--- config.mk ---
export PLATFORM = sky130hd
export DESIGN_NAME = pss_front
export DESIGN_NICKNAME = d
export VERILOG_FILES = /design/src/hdl/pss_pkg.sv /design/src/hdl/pss_front.sv
export SDC_FILE = /design/constraint.sdc
export NUM_CORES = 1
export LEC_CHECK = 0
export BUFFER_PORTS_ARGS = -buffer_cell sky130_fd_sc_hd__buf_4
export CORE_UTILIZATION = 50
export CTS_CLUSTER_DIAMETER = 30
export CTS_CLUSTER_SIZE = 25
export DETAILED_ROUTE_END_ITERATION = 7
export PLACE_DENSITY = 0.91
export REMOVE_ABC_BUFFERS = 1
export SLEW_MARGIN = 20
export SYNTH_ARGS = -nofsm -noshare
export SYNTH_HDL_FRONTEND = slang
export SYNTH_SLANG_ARGS = --single-unit
export TNS_END_PERCENT = 30
--- constraint.sdc ---
create_clock -name clk -period 3.76 [get_ports clk]
set_input_delay 0.376 -clock clk [delete_from_list [all_inputs] [get_ports clk]]
set_output_delay 0.376 -clock clk [all_outputs]
set_load 0.02 [all_outputs]
--- src/hdl/pss_pkg.sv ---
`timescale 1ns / 1ps
// ----------------------------------------------------------------------------
// pss_pkg
// Types, constants and arithmetic helpers for the polynomial stress and
// stiffness evaluator.
// ----------------------------------------------------------------------------
package pss_pkg;

  localparam int VAL_W         = 48;
  localparam int HALF_W        = VAL_W / 2;
  localparam int PP_W          = 2 * HALF_W;
  localparam int PROD_W        = 2 * VAL_W;
  localparam int SUM_W         = VAL_W + 2;
  localparam int TC_W          = 3;
  localparam int CFG_IDX_W     = 4;
  localparam int CFG_DATA_W    = VAL_W;
  localparam int MAX_TERMS_DEF = 7;
  localparam int FRAC_BITS_DEF = 24;
  localparam int FQ_DEPTH      = 4;
  localparam int FQ_PTR_W      = 2;
  localparam int FQ_CNT_W      = 3;

  localparam logic [CFG_IDX_W-1:0] CFG_TERM_COUNT = 4'd0;
  localparam logic [CFG_IDX_W-1:0] CFG_COEF_BASE  = 4'd1;

  typedef logic signed [VAL_W-1:0] val_t;

  typedef struct packed {
    val_t strain_now;
    val_t ref_strain;
    val_t ref_stress;
  } in_item_t;

  typedef struct packed {
    val_t stress_out;
    val_t stiffness_out;
    logic overflow;
  } out_item_t;

  typedef struct packed {
    val_t            eps;
    val_t            ref_stress;
    logic [TC_W-1:0] n;
    logic            ovf;
  } fq_item_t;

  typedef struct packed {
    logic             eps_neg;
    logic [VAL_W-1:0] eps_mag;
    val_t             ref_stress;
    logic [TC_W-1:0]  n;
    logic             ovf;
    val_t             p;
    val_t             d;
  } work_t;

  typedef struct packed {
    logic ovf;
    val_t val;
  } sat_t;

  typedef struct packed {
    logic             ovf;
    logic [VAL_W-1:0] mag;
  } mulr_t;

  function automatic logic signed [SUM_W-1:0] sext_sum(input val_t v);
    return {{(SUM_W-VAL_W){v[VAL_W-1]}}, v};
  endfunction

  function automatic sat_t sat_val(input logic signed [SUM_W-1:0] v);
    sat_t r;
    r.ovf = (v[SUM_W-1:VAL_W-1] != '0) && (v[SUM_W-1:VAL_W-1] != '1);
    if (r.ovf) begin
      r.val = v[SUM_W-1] ? {1'b1, {(VAL_W-1){1'b0}}} : {1'b0, {(VAL_W-1){1'b1}}};
    end else begin
      r.val = v[VAL_W-1:0];
    end
    return r;
  endfunction

  function automatic logic [VAL_W-1:0] mag_val(input val_t v);
    logic [VAL_W-1:0] u;
    u = v;
    return u[VAL_W-1] ? (~u + VAL_W'(1)) : u;
  endfunction

  function automatic mulr_t mul_round(input logic [PP_W-1:0] ll, input logic [PP_W-1:0] lh,
                                      input logic [PP_W-1:0] hl, input logic [PP_W-1:0] hh,
                                      input logic neg, input int frac);
    logic [PROD_W-1:0] full;
    logic [PROD_W-1:0] q;
    logic [PROD_W-1:0] lim;
    mulr_t             r;
    full = {hh, ll} + (PROD_W'(lh) << HALF_W) + (PROD_W'(hl) << HALF_W)
         + (PROD_W'(1) << (frac - 1));
    q    = full >> frac;
    lim  = neg ? (PROD_W'(1) << (VAL_W - 1)) : ((PROD_W'(1) << (VAL_W - 1)) - PROD_W'(1));
    r.ovf = q > lim;
    r.mag = r.ovf ? lim[VAL_W-1:0] : q[VAL_W-1:0];
    return r;
  endfunction

  function automatic sat_t mul_add(input mulr_t m, input logic neg, input val_t addend);
    logic signed [SUM_W-1:0] pr;
    pr = signed'({{(SUM_W-VAL_W){1'b0}}, m.mag});
    if (neg) begin
      pr = -pr;
    end
    return sat_val(pr + sext_sum(addend));
  endfunction

endpackage

--- src/hdl/pss_front.sv ---
`timescale 1ns / 1ps
// ----------------------------------------------------------------------------
// pss_front
// Accepts input items, forms the saturated strain offset and the clamped
// term count, and holds the classified item in a register for the queue.
// ----------------------------------------------------------------------------
module pss_front import pss_pkg::*; #(
  parameter int MAX_TERMS = MAX_TERMS_DEF
) (
  input  logic            clk,
  input  logic            rst_n,
  input  logic            in_valid,
  output logic            in_ready,
  input  in_item_t        in_data,
  input  logic [TC_W-1:0] term_count,
  output logic            fq_valid,
  input  logic            fq_ready,
  output fq_item_t        fq_data
);

  logic     fq_valid_r;
  fq_item_t fq_data_r;
  fq_item_t fq_data_nxt;
  sat_t     eps_sat;

  always_comb begin
    eps_sat = sat_val(sext_sum(in_data.strain_now) - sext_sum(in_data.ref_strain));
    fq_data_nxt.eps        = eps_sat.val;
    fq_data_nxt.ovf        = eps_sat.ovf;
    fq_data_nxt.ref_stress = in_data.ref_stress;
    fq_data_nxt.n = (term_count > TC_W'(MAX_TERMS)) ? TC_W'(MAX_TERMS) : term_count;
  end

  assign in_ready = !fq_valid_r || fq_ready;
  assign fq_valid = fq_valid_r;
  assign fq_data  = fq_data_r;

  always_ff @(posedge clk) begin
    if (!rst_n) begin
      fq_valid_r <= 1'b0;
    end else if (in_ready) begin
      fq_valid_r <= in_valid;
    end
  end

  always_ff @(posedge clk) begin
    if (in_valid && in_ready) begin
      fq_data_r <= fq_data_nxt;
    end
  end

endmodule

-- Word level (Yosys, flattened, before mapping)
Index checks and enable logic that the tools add are counted.
- reduce and logical (&&, ||, !) cells: 5
- $lt $le $gt $ge: 1
- multiply operators: 0
- muxes and demuxes: 2
- $add $sub $neg: 1
- divide/modulo/power cells: 0
- bitwise gates (word level): 0
- shifts and indexed selects: 0
- equality and inequality tests: 1
- operators by type and width (cell ; number):
    48-bit 2-to-1 mux ; 2
    48-bit by 48-bit subtractor with 49-bit output ; 1
    3-bit greater-than comparator (second input constant) ; 1
    3-bit inequality test (second input constant) ; 1
    3-bit nonzero test ; 1
    1-bit logical AND ; 2
    1-bit logical NOT ; 1
    1-bit logical OR ; 1
- bits of input ports: 151
- memories kept: 0
- memory bits (writable): 0
- bits in latches: 0
- flip-flop bits (word level): 101
- logic and storage cells: 15
- memory bits (read-only): 0

-- Longest topological paths before layout
- depth in word-level cells: 4
- gate-level depth with buffers: 14

-- Worst setup path after synthesis
Ideal clock, no wire load.
- path type: input -> register
- start: input fq_ready
- end: register fq_data_r (netlist bit fq_data[0]), enable pin
- data arrival time: 2985 ps
- setup slack: 305 ps
- path buffers: 0
- stages on the path: 2
- required time: 3290 ps
- cell sequence: nand2b_1 -> and2_1
- word-level cells in the longest chain between the ends: 2
- RTL lines (item ; line ; source):
    start: declaration ; pss_front.sv:17 ; input logic fq_ready,
    1-bit logical OR ; pss_front.sv:34 ; assign in_ready = !fq_valid_r || fq_ready;
    1-bit logical AND ; pss_front.sv:47 ; if (in_valid && in_ready) begin
    end signal: assignment ; pss_front.sv:48 ; fq_data_r <= fq_data_nxt;
    end: declaration ; pss_front.sv:22 ; fq_item_t fq_data_r;
Every way passes these cells.
A chain may end at the register's enable or synchronous reset.

==> run summary <==
Worst setup SP type -> primary input
Share of final-layout standard cells stronger than drive strength 1 -> 36.2%
Die outline width -> 118 um
Hold-fix buffers at CTS -> 0
Post-synthesis sequential area ratio -> 44.8%
Number of global-route vias before repair -> 5423
Wire length of the first global-routing pass -> 27100 um
CTS H-tree depth -> 3
Delay of the slowest cell on the worst path -> 460 ps
Overall routing resource usage -> 24.7%
Antenna fix cells -> 0
Number of pins exceeding their max-slew limit in the final report -> 0
Post-synthesis register bit count -> 101
Resized cells post-CTS -> 0
Pin count of the biggest net entering global routing -> 71
Avg Vias per Cell -> 5.47
Run status -> complete, no violations
Count of flip-flops with a built-in enable after synthesis -> 100
Cell count after placement -> 1049
Post-detailed-routing wire length -> 17400 um
Starting density of the core -> 51.1%
Post-synthesis cell type with the largest combined area -> edfxtp_1
Tightest Hold Check Type -> in -> reg
Actual slew at the worst max-slew pin -> 542 ps
Largest fanout of any net on the critical path -> 4
Number of distinct library cell variants in the gate-level netlist after synthesis -> 67
Number of buffers created by CTS -> 9
Ratio of total power to cell area -> 403 mW/mm^2
Unrepaired setup endpoints after global routing -> false
Post-synthesis instance total -> 643
Main flop type after synthesis -> edfxtp_1
Antenna violations before repair -> 0
Net count of the finished layout -> 1084
Number of endpoints failing setup at the final stage -> 0
Area share of the largest cell type after synthesis -> 44.5%
Clock-pin slew reported for the worst setup and hold paths after clock tree synthesis -> 70 ps
Number of I/O pins -> 253
Sinks on the clock net -> 101
Final HPWL DP -> 14000 um
Via count -> 5821
CP top delay family -> compound AO/OA/AOI/OAI gates
Setup skew after layout -> 4.85 ps
Arrival @ worst endpoint -> 3310 ps
Mapped Area -> 0.00675 mm^2
Maximum Capacitance Violations -> 0
Total of buffers placed on input and output ports -> 252
Crit-path slowest cell -> a221o_1
Layout-stage area growth over the synthesis result -> 34.9%
Post-layout min period -> 3220 ps
Number of detailed-routing iterations run before antenna repair -> 5
Ordered list of cells on the worst path -> buf_4 > ha_1 > fa_1 > and2b_1 > o2111ai_2 > a31oi_2 > a31oi_1 > a221o_1 > o2111ai_2 > a41oi_1 > xnor2_1 > maj3_2
Worst-case headroom to the max-slew limit -> 63.8%
Worst endpoint required time -> 3850 ps
Buffers plus inverters on the worst setup path -> 1
GRT overflow -> 0
Remaining routing DRC violations -> 0
Crit end category -> flip-flop
Leading post-synthesis cells by cell area -> edfxtp_1, ha_1, maj3_2
Post-DRT Antenna Nets -> 0
Cell Rows -> 42
Syn. warnings -> 0
Routability-driven placement congestion ratio -> 0.936
Routed wirelength normalized by instance count -> 16.3 um
Share of flip-flops with an asynchronous set or reset -> 0%
Insertion delay of the later-clocked pin in the worst-skew pair -> 330 ps
Hold Vio Cnt, Final -> 0
Chip height -> 118 um
Max IR drop VDD -> 0.233 mV
Post-CTS setup buffer count -> 0
Leakage component of the power -> 4.04 nW
First-iteration detailed-routing DRC count -> 544
Most common cell after layout, fill and taps aside -> buf_4
Most frequent cell on the critical path -> o2111ai_2
Worst Path Class, Setup -> in -> reg
Core Area -> 0.0132 mm^2
Clock tree from TritonCTS -> done
Number of non-filler instances in the completed layout -> 1065
Maximum clock rate -> 311 MHz
Commonest non-fill, non-tap cells in the layout -> buf_4, edfxtp_1, inv_1
Die outline area -> 0.0140 mm^2
Final sum of negative setup slack -> 0 ps
Part of the cycle the worst path needs -> 85.5%
CTS Buffer Depth -> 2
Root Buffer Master -> clkbuf_16
Mean cell area of the mapped netlist -> 10.5 um^2
-- per-stage QoR --
stage          util (%)  total power, mW  instance area (um^2)  hold slack, ps  setup WS (ps)
5_1_grt            69.0             3.83                  9100             194            386
4_1_cts            69.0             3.68                  9100             198            589
2_1_floorplan         -             2.30                  6570             475           -892
3_5_place_dp       66.8             2.81                  8820             547            246
6_report           69.0             3.67                  9100             210            543
3_3_place_gp       66.8             2.79                  8820             531            274
-- kinds of logic (layout without fill, tap and decap cells) --
family,Yosys count,count (layout),share of synthesized area (%)
flip-flops,101,101,44.8
adder cells (fa/ha/maj),96,96,16.6
AO/OA/AOI/OAI,159,159,16.1
AND/OR/NAND/NOR,140,140,10.0
XOR/XNOR,46,46,5.97
buffers and inverters,101,347,6.49
-- metal layers --
layer  up-vias  routed length (um)  track usage (%)
met4         0                 495             9.13
met1      2687                7010             30.8
met5         -                   0                0
li1       2816                   -                -
met3        33                1290             4.58
met2       285                8570             42.5
-- cell type report --
| cell class | count | area (um^2) |
|---|---|---|
| Clock inverter | 6 | 55.1 |
| Clock buffer | 10 | 229 |
| Tap cell | 176 | 220 |
| Fill cell | 1020 | 4090 |
| Inverter | 70 | 263 |
| Multi-Input combinational cell | 441 | 3310 |
| Sequential cell | 101 | 3020 |
| Timing Repair Buffer | 261 | 2000 |
-- synth_stat cells (9+ instances only) --
cell	number
edfxtp_1	100
inv_1	70
a21oi_1	50
ha_1	48
nand2_1	42
nor2_1	36
xnor2_1	30
maj3_2	24
maj3_1	23
o21ai_0	20
a21o_1	19
xor2_1	16
a31oi_1	15
clkbuf_1	14
nand3_1	13
nand4_1	12
buf_2	11
o21bai_1	9
-- where the power goes --
group	internal, mW	total [mW]	leakage [nW]	switching [mW]
logic	0.611	1.35	2.95	0.736
clock network	0.460	0.867	0.133	0.406
registers	1.42	1.45	0.966	0.0370
total	2.49	3.67	4.04	1.18
-- flip-flops by register name (all words and copies together), names as in the netlist --
signal	cells
fq_data	100
fq_valid	1
-- final timing paths --
check                                    from           to  slack, ps  depth (start not counted)
worst max-delay path              in_data[48]  fq_data[98]        540                         12
worst min-delay path            term_count[1]   fq_data[2]        210                          1
worst max register to register       fq_valid  fq_data[57]       2150                          3
worst min register to register       fq_valid     fq_valid        560                          2
No activity file was read; power rests on OpenSTA's default activity.
