[config.mk]
export PLATFORM = sky130hd
export DESIGN_NAME = pss_queue
export DESIGN_NICKNAME = d
export VERILOG_FILES = /design/src/hdl/pss_pkg.sv /design/src/hdl/pss_queue.sv
export SDC_FILE = /design/constraint.sdc
export NUM_CORES = 1
export LEC_CHECK = 0
export ABC_AREA = 0
export BUFFER_PORTS_ARGS = -buffer_cell sky130_fd_sc_hd__buf_4
export CAP_MARGIN = 20
export CORE_MARGIN = 5
export CORE_UTILIZATION = 51
export CTS_BUF_LIST = sky130_fd_sc_hd__clkbuf_4 sky130_fd_sc_hd__clkbuf_8 sky130_fd_sc_hd__clkbuf_16
export DETAILED_ROUTE_END_ITERATION = 8
export MAX_ROUTING_LAYER = met4
export PLACE_DENSITY = 0.76
export SETUP_SLACK_MARGIN = 0.2
export SYNTH_ARGS = -nofsm -noshare
export SYNTH_HDL_FRONTEND = slang
export SYNTH_SLANG_ARGS = --single-unit
export TNS_END_PERCENT = 20
[constraint.sdc]
create_clock -name clk -period 3.7 [get_ports clk]
set_input_delay 0.555 -clock clk [delete_from_list [all_inputs] [get_ports clk]]
set_output_delay 0.555 -clock clk [all_outputs]
set_load 0.01 [all_outputs]
[src/hdl/pss_pkg.sv]
`timescale 1ns / 1ps
// ----------------------------------------------------------------------------
// pss_pkg
// Types, constants and arithmetic helpers for the polynomial stress and
// stiffness evaluator.
// ----------------------------------------------------------------------------
package pss_pkg;

  localparam int VAL_W         = 48;
  localparam int HALF_W        = VAL_W / 2;
  localparam int PP_W          = 2 * HALF_W;
  localparam int PROD_W        = 2 * VAL_W;
  localparam int SUM_W         = VAL_W + 2;
  localparam int TC_W          = 3;
  localparam int CFG_IDX_W     = 4;
  localparam int CFG_DATA_W    = VAL_W;
  localparam int MAX_TERMS_DEF = 7;
  localparam int FRAC_BITS_DEF = 24;
  localparam int FQ_DEPTH      = 4;
  localparam int FQ_PTR_W      = 2;
  localparam int FQ_CNT_W      = 3;

  localparam logic [CFG_IDX_W-1:0] CFG_TERM_COUNT = 4'd0;
  localparam logic [CFG_IDX_W-1:0] CFG_COEF_BASE  = 4'd1;

  typedef logic signed [VAL_W-1:0] val_t;

  typedef struct packed {
    val_t strain_now;
    val_t ref_strain;
    val_t ref_stress;
  } in_item_t;

  typedef struct packed {
    val_t stress_out;
    val_t stiffness_out;
    logic overflow;
  } out_item_t;

  typedef struct packed {
    val_t            eps;
    val_t            ref_stress;
    logic [TC_W-1:0] n;
    logic            ovf;
  } fq_item_t;

  typedef struct packed {
    logic             eps_neg;
    logic [VAL_W-1:0] eps_mag;
    val_t             ref_stress;
    logic [TC_W-1:0]  n;
    logic             ovf;
    val_t             p;
    val_t             d;
  } work_t;

  typedef struct packed {
    logic ovf;
    val_t val;
  } sat_t;

  typedef struct packed {
    logic             ovf;
    logic [VAL_W-1:0] mag;
  } mulr_t;

  function automatic logic signed [SUM_W-1:0] sext_sum(input val_t v);
    return {{(SUM_W-VAL_W){v[VAL_W-1]}}, v};
  endfunction

  function automatic sat_t sat_val(input logic signed [SUM_W-1:0] v);
    sat_t r;
    r.ovf = (v[SUM_W-1:VAL_W-1] != '0) && (v[SUM_W-1:VAL_W-1] != '1);
    if (r.ovf) begin
      r.val = v[SUM_W-1] ? {1'b1, {(VAL_W-1){1'b0}}} : {1'b0, {(VAL_W-1){1'b1}}};
    end else begin
      r.val = v[VAL_W-1:0];
    end
    return r;
  endfunction

  function automatic logic [VAL_W-1:0] mag_val(input val_t v);
    logic [VAL_W-1:0] u;
    u = v;
    return u[VAL_W-1] ? (~u + VAL_W'(1)) : u;
  endfunction

  function automatic mulr_t mul_round(input logic [PP_W-1:0] ll, input logic [PP_W-1:0] lh,
                                      input logic [PP_W-1:0] hl, input logic [PP_W-1:0] hh,
                                      input logic neg, input int frac);
    logic [PROD_W-1:0] full;
    logic [PROD_W-1:0] q;
    logic [PROD_W-1:0] lim;
    mulr_t             r;
    full = {hh, ll} + (PROD_W'(lh) << HALF_W) + (PROD_W'(hl) << HALF_W)
         + (PROD_W'(1) << (frac - 1));
    q    = full >> frac;
    lim  = neg ? (PROD_W'(1) << (VAL_W - 1)) : ((PROD_W'(1) << (VAL_W - 1)) - PROD_W'(1));
    r.ovf = q > lim;
    r.mag = r.ovf ? lim[VAL_W-1:0] : q[VAL_W-1:0];
    return r;
  endfunction

  function automatic sat_t mul_add(input mulr_t m, input logic neg, input val_t addend);
    logic signed [SUM_W-1:0] pr;
    pr = signed'({{(SUM_W-VAL_W){1'b0}}, m.mag});
    if (neg) begin
      pr = -pr;
    end
    return sat_val(pr + sext_sum(addend));
  endfunction

endpackage

[src/hdl/pss_queue.sv]
`timescale 1ns / 1ps
// ----------------------------------------------------------------------------
// pss_queue
// Short first-in first-out queue of classified items between the front
// and the evaluation pipeline.
// ----------------------------------------------------------------------------
module pss_queue import pss_pkg::*; (
  input  logic     clk,
  input  logic     rst_n,
  input  logic     push_valid,
  output logic     push_ready,
  input  fq_item_t push_data,
  output logic     pop_valid,
  input  logic     pop_ready,
  output fq_item_t pop_data
);

  fq_item_t              slot_r [FQ_DEPTH];
  logic [FQ_PTR_W-1:0]   wr_ptr_r;
  logic [FQ_PTR_W-1:0]   rd_ptr_r;
  logic [FQ_CNT_W-1:0]   count_r;
  logic [FQ_CNT_W-1:0]   count_nxt;
  logic                  push;
  logic                  pop;

  assign push_ready = count_r != FQ_CNT_W'(FQ_DEPTH);
  assign pop_valid  = count_r != '0;
  assign pop_data   = slot_r[rd_ptr_r];
  assign push       = push_valid && push_ready;
  assign pop        = pop_valid && pop_ready;

  always_comb begin
    count_nxt = count_r;
    if (push && !pop) begin
      count_nxt = count_r + FQ_CNT_W'(1);
    end else if (pop && !push) begin
      count_nxt = count_r - FQ_CNT_W'(1);
    end
  end

  always_ff @(posedge clk) begin
    if (!rst_n) begin
      wr_ptr_r <= '0;
      rd_ptr_r <= '0;
      count_r  <= '0;
    end else begin
      if (push) begin
        wr_ptr_r <= wr_ptr_r + FQ_PTR_W'(1);
      end
      if (pop) begin
        rd_ptr_r <= rd_ptr_r + FQ_PTR_W'(1);
      end
      count_r <= count_nxt;
    end
  end

  always_ff @(posedge clk) begin
    if (push) begin
      slot_r[wr_ptr_r] <= push_data;
    end
  end

endmodule

---- Yosys cells after proc, flatten, opt, wreduce, memory -nomap -nowiden ----
Memory sizes are Yosys's and may differ from the RTL's. A register that Yosys moved wholly into a read port is not among the register bits.
Cells that the tools add are included.
Widths: inputs -> output; s select.
word-level totals
  output and inout port bits .............. 102
  input port bits ......................... 104
  memory bits (writable) .................. 400
  memories ................................ 1
  register bits ........................... 7
memories
  name    depth  width  read ports  clocked after Yosys merged registers in  wr ports  RTL line         text
  slot_r  4      100    1           1                                        1         pss_queue.sv:18  fq_item_t slot_r [FQ_DEPTH];
operators by class
  reduce and logical (&&, ||, !) cells .... 8
  add/sub/neg operators ................... 4
  equality and inequality tests ........... 1
  multiplexer cells ....................... 6
operators by type and width
  cell                 count
  $mux 3               2
  $add 2x1->2 const B  2
  $logic_and 1x1->1    4
  $mux 2               2
  $add 3x1->3 const B  1
  $ne 3x3->1 const B   1
  $reduce_bool 3->1    1
  $sub 3x1->3 const B  1
  $logic_not 1->1      2
  $mux 1               2
  $reduce_bool 2->1    1

---- Longest topological paths before layout ----
Gate-level depths: netlist of run 1.
  depth in word-level cells ............... 6
  depth in mapped cells ................... 8
  mapped depth without buffers ............ 8

---- Least setup slack after synthesis of run 1 ----
Ideal clock, no wire load.
  path type ............................... input port to flip-flop
  from .................................... in push_valid
  to ...................................... mem slot_r[2][0] (netlist name) (enable)
  path buffers ............................ 0
  stages on the path ...................... 2
  setup slack ............................. 0.041 ns
  data arrival time ....................... 3.189 ns
  path through ............................ a21boi_2 -> and2_1
on the way
  longest elaborated chain between the ends .. 3
ends and longest elaborated chain
  item                          RTL line         text
  start: declaration            pss_queue.sv:10  input logic push_valid,
  $logic_and 1x1->1             pss_queue.sv:29  assign push = push_valid && push_ready;
  $mux 1                        pss_queue.sv:58  if (push) begin
  $mux 1 (not written as such)  pss_queue.sv:59  slot_r[wr_ptr_r] <= push_data;
  end: declaration              pss_queue.sv:18
Every way passes these cells.

==> summary.md, run 1 <==
| Metric | Value |
|---|---|
| Hold Startpoint | `push_data[15]` |
| Hold Fails Final Rpt | `0` |
| Fill cells | `1923` |
| Post-synthesis average cell area | `26.3 um2` |
| Die ar. | `33000 um2` |
| Worst Path Max Fanout | `35` |
| Area post-placement | `between 15000 and 20000 um2` |
| Count of different cell masters after synthesis | `24` |
| Initial antenna violation count | `3` |
| Most numerous cell in the Yosys netlist | `edfxtp_1` |
| Cell area after layout | `between 15000 and 20000 um2` |
| Part of the Yosys area used for sequential elements | `81.2%` |
| Hold Path Sink | `slot_r[1][15]$_DFFE_PP_` |
| Slew @ Worst Pin | `0.633 ns` |
| # rows | `62` |
| Top_reg_cell synth | `edfxtp_1` |
| R2r setup slk | `approximately 1.2 ns` |
| XOR/XNOR share of the synthesized area | `0.233%` |
| Root buf cell | `clkbuf_16` |
| Gp weighted congestion | `0.722` |
| Cts repair resizes | `0` |
| I/O pin total | `206` |
| Pre-Repair DR Iteration Count | `7` |
| Post-Synth Adder-Cell Area | `0.550%` |
| Final worst-path cycle share | `79.6%` |
| Number of global-route vias before repair | `roughly 7300` |
| Residual DRC count | `0` |
| Max Cap Viol | `0` |
| Final WL | `approximately 28000 um` |
| Fraction of registers with async set/reset | `0%` |
| Reg clk slew, reported paths | `0.06 ns` |
| Chip width | `182 um` |
| Die height | `182 um` |
| CORE AREA | `28900 um2` |
| Sink Count | `409` |
| Fmax | `between 300 and 400 MHz` |
| Total GRT Usage | `17.5%` |
| Min-delay worst type | `input pin to flip-flop` |
| Final setup violation count | `0` |
| Compound-gate portion of the synthesized area | `less than 1%` |
| Relative slew slack | `57.8%` |
| Wire length per cell | `between 20 and 25 um` |
| Largest net degree at the start of global routing | `66` |
| Reg2Reg Launch Point | `count_r[0]$_SDFFE_PN0P_` |
| Power Density | `701 nW/um2` |
| Status | `finished clean` |
| Number of synthesized flops with an enable pin | `400` |
| Postcts setup bufs | `0` |
| Worst hold path stage count | `1` |
| TritonCTS Buffers | `41` |
| Post-Route Setup TNS | `0 ns` |
| Critical Path End Type | `output port` |
| Seq pwr share | `45.9%` |
| Net Switching | `3170 uW` |
| CP required | `3.14 ns` |
| CTS hold repair buffers | `0` |
| # port buffers | `205` |
| Max clock buf depth | `3` |
| Switching part of the total power | `24.8%` |
| Yosys warns | `0` |
| Post-Syn Area | `15000 um2` |
| Reg2reg end | `count_r[2]$_SDFFE_PN0P_` |
| RSZ-0062 raised after global routing | `false` |
| Final number of max-transition violations | `0` |
| Fraction of layout cells with a size suffix above 1 | `45.8%` |
| Final worst path period need | `2.95 ns` |
| Critical Path Start Type | `flip-flop` |
| Synth top area cells | `edfxtp_1, mux4_2, buf_12, dfxtp_1, ha_1` |
| Depth of the CTS H-tree | `2` |
| Synth-to-Final Area Change | `21.2%` |
| DR vias/cell | `between 5 and 6` |
| Critical path type | `flip-flop to output port` |
| CP arrival | `2.39 ns` |
| Peak VDD IR | `0.000496 V` |
| Static Leak | `between 0.006 and 0.007 uW` |
| Syn Inst Count | `570` |
| Initial Utilization | `52.0%` |
| Clock power frac | `around 30%` |
| ANT nets after route | `0` |
| Final setup skew | `0.00671 ns` |
| Comb power frac | `23.8%` |
| Via count | `6688` |
| HPWL after DPL | `17500 um` |
| Fin nets | `914` |
| TritonCTS clock tree | `yes` |
| Synth top area share | `80.0%` |
| Cell depth of the worst flop-to-flop path | `8` |
| Total congestion overflow | `0` |
| Internal power | `9590 uW` |
| Clock latency on the worst-skew pair | `just over 0.5 ns` |
| Post-synthesis mux area share | `15.2%` |
| DRT iter0 DRCs | `504` |
| Post-Synth Simple-Gate Area | `less than 1%` |
| Seq cells post-synth | `409` |
| First-pass GRT wire length | `~43000 um` |
| Synth area leader | `edfxtp_1` |
| Largest family of logic cells by synthesized area | `multiplexers` |
| Synth Net Count | `680` |
| Synth top cells by count | `edfxtp_1, mux4_2, buf_12, buf_2, dfxtp_1` |
-- cell type report --
cell class / instances / area (um2) / area share (%)
Sequential cell: 409 / 12200 / 67.0
Multi-Input combinational cell: 135 / 2550 / 14.0
Timing Repair Buffer: 214 / 1690 / 9.31
Clock buffer: 45 / 1060 / 5.80
Tap cell: 384 / 480 / 2.64
Clock inverter: 22 / 201 / 1.11
Inverter: 3 / 11.3 / 0.0619
Antenna cell: 3 / 7.51 / 0.0413
-- cell families (layout without fill, tap and decap cells) --
logic type | count (synthesis) | in the layout
other | 0 | 3
adders and majority gates | 6 | 6
and+or+nand+nor | 17 | 17
buffers and inverters | 26 | 284
AOI/OAI and AO/OA | 5 | 5
xor gates and xnor gates | 4 | 4
DFF | 409 | 409
muxes | 103 | 103
-- layer usage --
layer	GRT usage, %	up-vias	wire length, um
li1	-	2918	-
met1	22.6	3513	10800
met2	28.8	223	14700
met3	4.44	34	2070
met4	3.33	0	369
met5	-	-	0
-- stage by stage --
stage | hold slack, ns | total power (uW) | util (%) | instances | worst slack (ns)
after floorplan | 0.468 | 7860 | - | 570 | 0.0409
after global placement | 0.475 | 8990 | 58.7 | 1145 | 1.21
after detailed placement | 0.504 | 9080 | 58.7 | 1145 | 1.18
after CTS | 0.219 | 13000 | 63.0 | 1212 | 0.649
after global routing | 0.219 | 13400 | 63.1 | 1215 | 0.557
final | 0.244 | 12800 | 63.1 | 1215 | 0.753
-- critical path: stages, from the launching register on --
cell and delay (ns):
dfxtp_4 0.74, buf_12 0.35, mux4_2 0.58, buf_4 0.17
-- worst max-delay path by stage --
stage                           from                      end  slack [ns]  depth (start not counted)
after floorplan           push_valid   slot_r[3][0]$_DFFE_PP_        0.04                          2
after global placement     flip-flop             pop_data[24]        1.21                          3
after detailed placement  push_valid  slot_r[1][27]$_DFFE_PP_        1.18                          4
after CTS                  flip-flop             pop_data[48]        0.65                          3
after global routing       flip-flop             pop_data[48]        0.56                          3
final                      flip-flop             pop_data[87]        0.75                          3
-- cell usage in the layout (no fill, tap or decap), drive strengths merged, types with 5 or more instances in the layout --
cell	n
buf	214
mux4	100
ha	5
nand2	5
clkinv	17
and2	8
dfxtp	9
edfxtp	400
clkbuf	45
-- sequential cells by signal (all words and copies together) (netlist names), named ones only --
register and flops:
slot_r 400, count_r 3, rd_ptr_r 2, wr_ptr_r 2
-- power by group through the flow --
stage          clock network [uW]  logic, uW  registers [uW]
2_1_floorplan                   0       2020            5840
3_3_place_gp                    0       3060            5930
5_1_grt                      4170       3260            5920
4_1_cts                      3950       3130            5880
3_5_place_dp                    0       3110            5970
6_report                     3860       3030            5860
No activity file was read; power rests on OpenSTA's default activity.
==> run 2: changes to the inputs <==
--- a/config.mk
+++ b/config.mk
@@ -5,15 +5,15 @@
 export SDC_FILE = /design/constraint.sdc
 export NUM_CORES = 1
 export LEC_CHECK = 0
-export ABC_AREA = 0
+export ABC_AREA = 1
 export BUFFER_PORTS_ARGS = -buffer_cell sky130_fd_sc_hd__buf_4
 export CAP_MARGIN = 20
 export CORE_MARGIN = 5
-export CORE_UTILIZATION = 51
+export CORE_UTILIZATION = 52
 export CTS_BUF_LIST = sky130_fd_sc_hd__clkbuf_4 sky130_fd_sc_hd__clkbuf_8 sky130_fd_sc_hd__clkbuf_16
 export DETAILED_ROUTE_END_ITERATION = 8
 export MAX_ROUTING_LAYER = met4
-export PLACE_DENSITY = 0.76
+export PLACE_DENSITY = 0.77
 export SETUP_SLACK_MARGIN = 0.2
 export SYNTH_ARGS = -nofsm -noshare
 export SYNTH_HDL_FRONTEND = slang
==> constraint.sdc (replaced) <==
create_clock -name clk -period 2.7 [get_ports clk]
set_input_delay 0.405 -clock clk [delete_from_list [all_inputs] [get_ports clk]]
set_output_delay 0.405 -clock clk [all_outputs]
set_load 0.01 [all_outputs]
==> summary.md, run 2 <==
| Metric | Value |
|---|---|
| Status | `finished clean` |
| Clock latency on the worst-skew pair | `0.50 ns` |
| Count of different cell masters after synthesis | `26` |
| Seq pwr share | `44.7%` |
| Cell Chain, Critical Path | `inv_6, buf_12, nor2_1, o22ai_1, buf_4` |
| Worst Path Max Fanout | `50` |
| Final number of max-transition violations | `0` |
| CP required | `2.30 ns` |
| Reg2reg end | `count_r[1]$_SDFFE_PN0P_` |
| Synth top area share | `just under 80%` |
| I/O pin total | `206` |
| First-pass GRT wire length | `about 50000 um` |
| Number of synthesized flops with an enable pin | `400` |
| Static Leak | `roughly 0.0065 uW` |
| Internal power | `12500 uW` |
| Fin nets | `1352` |
| Fill cells | `~2100` |
| Die height | `182 um` |
| Max reg flops | `400` |
| Root buf cell | `clkbuf_16` |
| Residual DRC count | `0` |
| Gp weighted congestion | `0.749` |
| DR vias/cell | `approximately 5.6` |
| Hold Startpoint | `push_data[88]` |
| # rows | `63` |
| Cell depth of the worst flop-to-flop path | `9` |
| Synth top area cells | `edfxtp_1, nor2_1, o22ai_1, o21ai_0, o21ai_1` |
| Fraction of layout cells with a size suffix above 1 | `24.5%` |
| Sink Count | `409` |
| Top Registers | `slot_r (400), count_r (3)` |
| Final setup skew | `0.00461 ns` |
| TritonCTS clock tree | `yes` |
| Hold Path Sink | `slot_r[0][88]$_DFFE_PP_` |
| Critical path type | `flip-flop to output port` |
| Slew @ Worst Pin | `0.707 ns` |
| Reg clk slew, reported paths | `0.06 ns` |
| Reg2Reg Launch Point | `count_r[1]$_SDFFE_PN0P_` |
| Largest net degree at the start of global routing | `around 160` |
| RSZ-0062 raised after global routing | `false` |
| Most frequent cells in the layout | `edfxtp_1, buf_4, nor2_1, o21ai_0, o22ai_1` |
| Synth-to-Final Area Change | `20.5%` |
| Clock power frac | `28.6%` |
| Largest Register | `slot_r` |
| Chip width | `182 um` |
| Die ar. | `about 33000 um2` |
| Wire length per cell | `19.8 um` |
| Post-synthesis average cell area | `14.9 um2` |
| Max Cap Viol | `0` |
| Yosys warns | `0` |
| Max clock buf depth | `3` |
| Synth top cells by count | `edfxtp_1, nor2_1, o21ai_0` |
| Total congestion overflow | `0` |
| Top_reg_cell synth | `edfxtp_1` |
| Syn Inst Count | `1035` |
| Comb power frac | `about a quarter` |
| Worst hold path stage count | `1` |
| Final setup violation count | `0` |
| CP max stage cell | `dfxtp_4` |
| Total GRT Usage | `19.5%` |
| Fraction of registers with async set/reset | `0%` |
| Power Density | `949 nW/um2` |
| Final worst-path cycle share | `88.3%` |
| Initial antenna violation count | `1` |
| # port buffers | `205` |
| Tot Pwr | `17700 uW` |
| Relative slew slack | `52.7%` |
| Post-Route Setup TNS | `0 ns` |
| Seq cells post-synth | `409` |
| Part of the Yosys area used for sequential elements | `about four fifths` |
| Worst path max stage delay | `0.39 ns` |
| Initial Utilization | `52.4%` |
| Most common cell after layout, fill and taps aside | `edfxtp_1` |
| ANT nets after route | `0` |
| Critical Path End Type | `output port` |
| Peak VDD IR | `0.000532 V` |
| Synth area leader | `edfxtp_1` |
| R2r setup slk | `0.78 ns` |
| TritonCTS Buffers | `41` |
| Via count | `9321` |
| Most numerous cell in the Yosys netlist | `edfxtp_1` |
| Synth Net Count | `1145` |
| Post-Syn Area | `15400 um2` |
| Final WL | `around 33000 um` |
| Switching part of the total power | `29.0%` |
| Min-delay worst type | `input pin to flip-flop` |
| Fmax | `419 MHz` |
| CP arrival | `1.98 ns` |
| Hold Fails Final Rpt | `0` |
| Depth of the CTS H-tree | `2` |
| Number of global-route vias before repair | `9347` |
| CORE AREA | `between 20000 and 30000 um2` |
| Final worst path period need | `2.39 ns` |
| Worst Path Buf+Inv | `3` |
| Critical Path Start Type | `flip-flop` |
| Largest delay contributor family on the critical path | `buffers and inverters` |
| Net Switching | `5130 uW` |
| Pre-Repair DR Iteration Count | `5` |
| DRT iter0 DRCs | `811` |
| HPWL after DPL | `18400 um` |
[run 2: worst max path at each step]
| stage | start | to | slack, ns | depth (start not counted) |
|---|---|---|---|---|
| 2_1_floorplan | count_r[0]$_SDFFE_PN0P_ | slot_r[0][0]$_DFFE_PP_ | 0.14 | 4 |
| 3_3_place_gp | flip-flop | pop_data[89] | 0.77 | 5 |
| 3_5_place_dp | flip-flop | pop_data[66] | 0.74 | 4 |
| 4_1_cts | flip-flop | pop_data[89] | 0.20 | 5 |
| 5_1_grt | flip-flop | pop_data[31] | 0.21 | 4 |
| 6_report | flip-flop | pop_data[89] | 0.31 | 5 |
[run 2: metrics by stage]
stage | area, um2 | hold WS, ns | setup WS (ns) | utilization (%) | cells
floorplan | 15500 | 0.465 | 0.141 | - | 1035
global placement | 17400 | 0.475 | 0.766 | 58.9 | 1588
detailed placement | 17400 | 0.489 | 0.744 | 58.9 | 1588
CTS | 18600 | 0.0673 | 0.201 | 63.0 | 1655
global route | 18600 | 0.0654 | 0.215 | 63.1 | 1657
finish | 18600 | 0.0963 | 0.315 | 63.1 | 1657
[run 2: area by class of cell]
class | count | area (um2) | area share, %
sequential | 409 | 12200 | 65.6
clock inverter | 18 | 110 | 0.592
multi-input combinational | 545 | 2700 | 14.5
clock buffer | 49 | 1090 | 5.84
timing repair buffer | 229 | 1950 | 10.5
antenna | 1 | 2.50 | 0.0134
inverter | 16 | 67.6 | 0.363
tap | 390 | 488 | 2.62
[run 2: repair_timing]
| action | CTS | global route |
|---|---|---|
| resized for setup | 1 | 3 |
| buffers inserted | 0 | 0 |
| setup endpoints to repair | 2 | 48 |
| hold buffers | 0 | 0 |
| cloned | 0 | 1 |
[run 2: kinds of logic (layout without fill, tap and decap cells)]
group	count (synthesis)	in the layout	share of synthesized area [%]
and+or+nand+nor	234	234	5.78
AOI/OAI and AO/OA	304	304	10.8
buffers and inverters	81	312	3.84
adders and majority gates	6	6	0.535
other	0	1	0
xor gates and xnor gates	1	1	0.0567
DFF	409	409	78.9
[run 2: routing by layer]
metal | track usage (%) | vias up | wire [um]
met4 | 5.19 | 0 | 756
met5 | - | - | 0
met1 | 24.7 | 4614 | 13300
met3 | 4.68 | 65 | 2470
met2 | 32.0 | 338 | 16400
li1 | - | 4304 | -
[run 2: power by group through the flow]
stage                     Combinational (uW)  Sequential (uW)  Clock (uW)
after global routing                    5130             7940        5440
after floorplan                         2740             7990           0
after CTS                               4690             7890        5160
after global placement                  4580             7990           0
final                                   4710             7900        5050
after detailed placement                4670             8020           0
==> run 3: changes to the inputs <==
--- a/config.mk
+++ b/config.mk
@@ -7,13 +7,14 @@
 export LEC_CHECK = 0
 export ABC_AREA = 1
 export BUFFER_PORTS_ARGS = -buffer_cell sky130_fd_sc_hd__buf_4
-export CAP_MARGIN = 20
+export CAP_MARGIN = 40
+export CORE_ASPECT_RATIO = 0.6
 export CORE_MARGIN = 5
-export CORE_UTILIZATION = 52
+export CORE_UTILIZATION = 62
 export CTS_BUF_LIST = sky130_fd_sc_hd__clkbuf_4 sky130_fd_sc_hd__clkbuf_8 sky130_fd_sc_hd__clkbuf_16
 export DETAILED_ROUTE_END_ITERATION = 8
 export MAX_ROUTING_LAYER = met4
-export PLACE_DENSITY = 0.77
+export PLACE_DENSITY = 0.86
 export SETUP_SLACK_MARGIN = 0.2
 export SYNTH_ARGS = -nofsm -noshare
 export SYNTH_HDL_FRONTEND = slang
==> constraint.sdc (replaced) <==
create_clock -name clk -period 2.8 [get_ports clk]
set_input_delay 0.42 -clock clk [delete_from_list [all_inputs] [get_ports clk]]
set_output_delay 0.42 -clock clk [all_outputs]
set_load 0.01 [all_outputs]
==> summary.md, run 3 (synthesized netlist as in run 2, its figures left out) <==
| Metric | Value |
|---|---|
| Status | `finished clean` |
| Initial antenna violation count | `1` |
| CORE AREA | `24300 um2` |
| DR vias/cell | `6.00` |
| Depth of the CTS H-tree | `2` |
| Final setup violation count | `0` |
| Die ar. | `28300 um2` |
| ANT nets after route | `0` |
| Final number of max-transition violations | `0` |
| Fmax | `between 300 and 400 MHz` |
| Post-Route Setup TNS | `0 ns` |
| TritonCTS Buffers | `37` |
| Max reg flops | `400` |
| Max clock buf depth | `3` |
| Die height | `132 um` |
| Via count | `9498` |
| Largest net degree at the start of global routing | `119` |
| R2r setup slk | `0.77 ns` |
| Hold Startpoint | `push_data[40]` |
| Cell area after layout | `18400 um2` |
| Placed Cells | `1515` |
| Top Registers | `slot_r (400), count_r (3)` |
| CP required | `2.38 ns` |
| Cts repair resizes | `0` |
| Switching part of the total power | `29.9%` |
| Most common cell after layout, fill and taps aside | `edfxtp_1` |
| # port buffers | `205` |
| Fin nets | `around 1300` |
| Clock power frac | `28.4%` |
| Postcts setup bufs | `0` |
| HPWL after DPL | `19300 um` |
| Min-delay worst type | `input pin to flip-flop` |
| Fraction of layout cells with a size suffix above 1 | `23.5%` |
| Worst hold path stage count | `1` |
| Peak VDD IR | `0.000649 V` |
| Final Instance Count excl. Fillers | `1583` |
| Net Switching | `5080 uW` |
| Synth-to-Final Area Change | `18.9%` |
| Wire length per cell | `21.6 um` |
| CP arrival | `2.11 ns` |
| I/O pin total | `206` |
| TritonCTS clock tree | `yes` |
| Critical path type | `flip-flop to output port` |
| Residual DRC count | `0` |
| Initial Utilization | `between 60 and 70%` |
| Reg2reg end | `count_r[2]$_SDFFE_PN0P_` |
| Total congestion overflow | `0` |
| RSZ-0062 raised after global routing | `true` |
| Final setup skew | `0.0298 ns` |
| Critical Path Start Type | `flip-flop` |
| Slew @ Worst Pin | `0.631 ns` |
| Chip width | `214 um` |
| DRT iter0 DRCs | `roughly 1000` |
| Total GRT Usage | `between 20% and 30%` |
| Gp weighted congestion | `0.761` |
| Critical Path End Type | `output port` |
| Internal power | `11900 uW` |
| Sink Count | `409` |
| Static Leak | `0.00644 uW` |
| Number of global-route vias before repair | `9363` |
| # rows | `44` |
| First-pass GRT wire length | `52000 um` |
| Area post-placement | `17200 um2` |
| Reg clk slew, reported paths | `0.06 ns` |
| Comb power frac | `26.7%` |
| Final worst path period need | `between 2 and 3 ns` |
| Final worst-path cycle share | `90.3%` |
| Hold Path Sink | `slot_r[1][40]$_DFFE_PP_` |
| Final WL | `34200 um` |
| Reg2Reg Launch Point | `count_r[1]$_SDFFE_PN0P_` |
| Power Density | `925 nW/um2` |
| Pre-Repair DR Iteration Count | `5` |
| Clock latency on the worst-skew pair | `0.52 ns` |
| Largest Register | `slot_r` |
| Hold Fails Final Rpt | `0` |
| Worst Path Max Fanout | `118` |
| Most frequent cells in the layout | `edfxtp_1, buf_4, nor2_1, o21ai_0, o22ai_1` |
| Max Cap Viol | `0` |
| Cell depth of the worst flop-to-flop path | `12` |
| Root buf cell | `clkbuf_16` |
| Seq pwr share | `44.9%` |
| CTS hold repair buffers | `0` |
| Relative slew slack | `57.9%` |
run 3: cell types whose count changed in the layout (fill, tap and decap cells not counted), sizes merged:
cell / before / now
clkinvlp: 0 / 2
clkbuf: 50 / 45
buf: 228 / 223
inv: 16 / 18
run 3: through the flow:
step | hold slack (ns) | setup WS, ns | total power [uW] | utilization, %
6_report | 0.0937 | 0.272 | 17000 | 75.4
3_5_place_dp | 0.519 | 0.835 | 12200 | 70.6
2_1_floorplan | 0.465 | 0.203 | 10300 | -
3_3_place_gp | 0.492 | 0.859 | 12100 | 70.6
5_1_grt | 0.0694 | 0.180 | 17700 | 75.4
4_1_cts | 0.0729 | 0.269 | 17000 | 75.4
run 3: final cells by class:
class	instances	area, um2
flip-flops and latches	409	12200
clock buffers	45	1020
multi-input cells	545	2700
clock inverters	22	138
repair buffers	223	1830
well taps	322	403
diodes	1	2.50
fillers	1353	5980
inverters	16	67.6
run 3: worst max-delay path by stage:
| stage | startpoint | endpoint | slack, ns | cells past startpoint |
|---|---|---|---|---|
| global route | flip-flop | pop_data[82] | 0.18 | 4 |
| detailed placement | flip-flop | pop_data[73] | 0.84 | 5 |
| global placement | flip-flop | pop_data[73] | 0.86 | 5 |
| CTS | flip-flop | pop_data[73] | 0.27 | 5 |
| floorplan | count_r[1]$_SDFFE_PN0P_ | slot_r[0][0]$_DFFE_PP_ | 0.20 | 4 |
| finish | flip-flop | pop_data[82] | 0.27 | 4 |
run 3: layer usage:
layer  GRT usage (%)  vias up  share of wire (%)  wire length, um
li1                -     4292                  -                -
met1            32.7     4648                 40            13500
met2            37.5      487                 48            16500
met3            6.59       71                9.8             3360
met4            6.71        0                2.4              821
met5               -        -                  0                0
run 3: critical path, cell delays in order, from the launching register on:
cell and delay, ns:
dfxtp_4 0.41, buf_12 0.40, o21ai_0 0.21, o22ai_1 0.30, buf_4 0.18
run 3: power by group through the flow:
stage	clock network (uW)	logic (uW)	registers (uW)
5_1_grt	5170	4910	7660
6_report	4830	4530	7620
4_1_cts	4870	4560	7620
2_1_floorplan	0	2640	7700
3_5_place_dp	0	4510	7740
3_3_place_gp	0	4360	7710
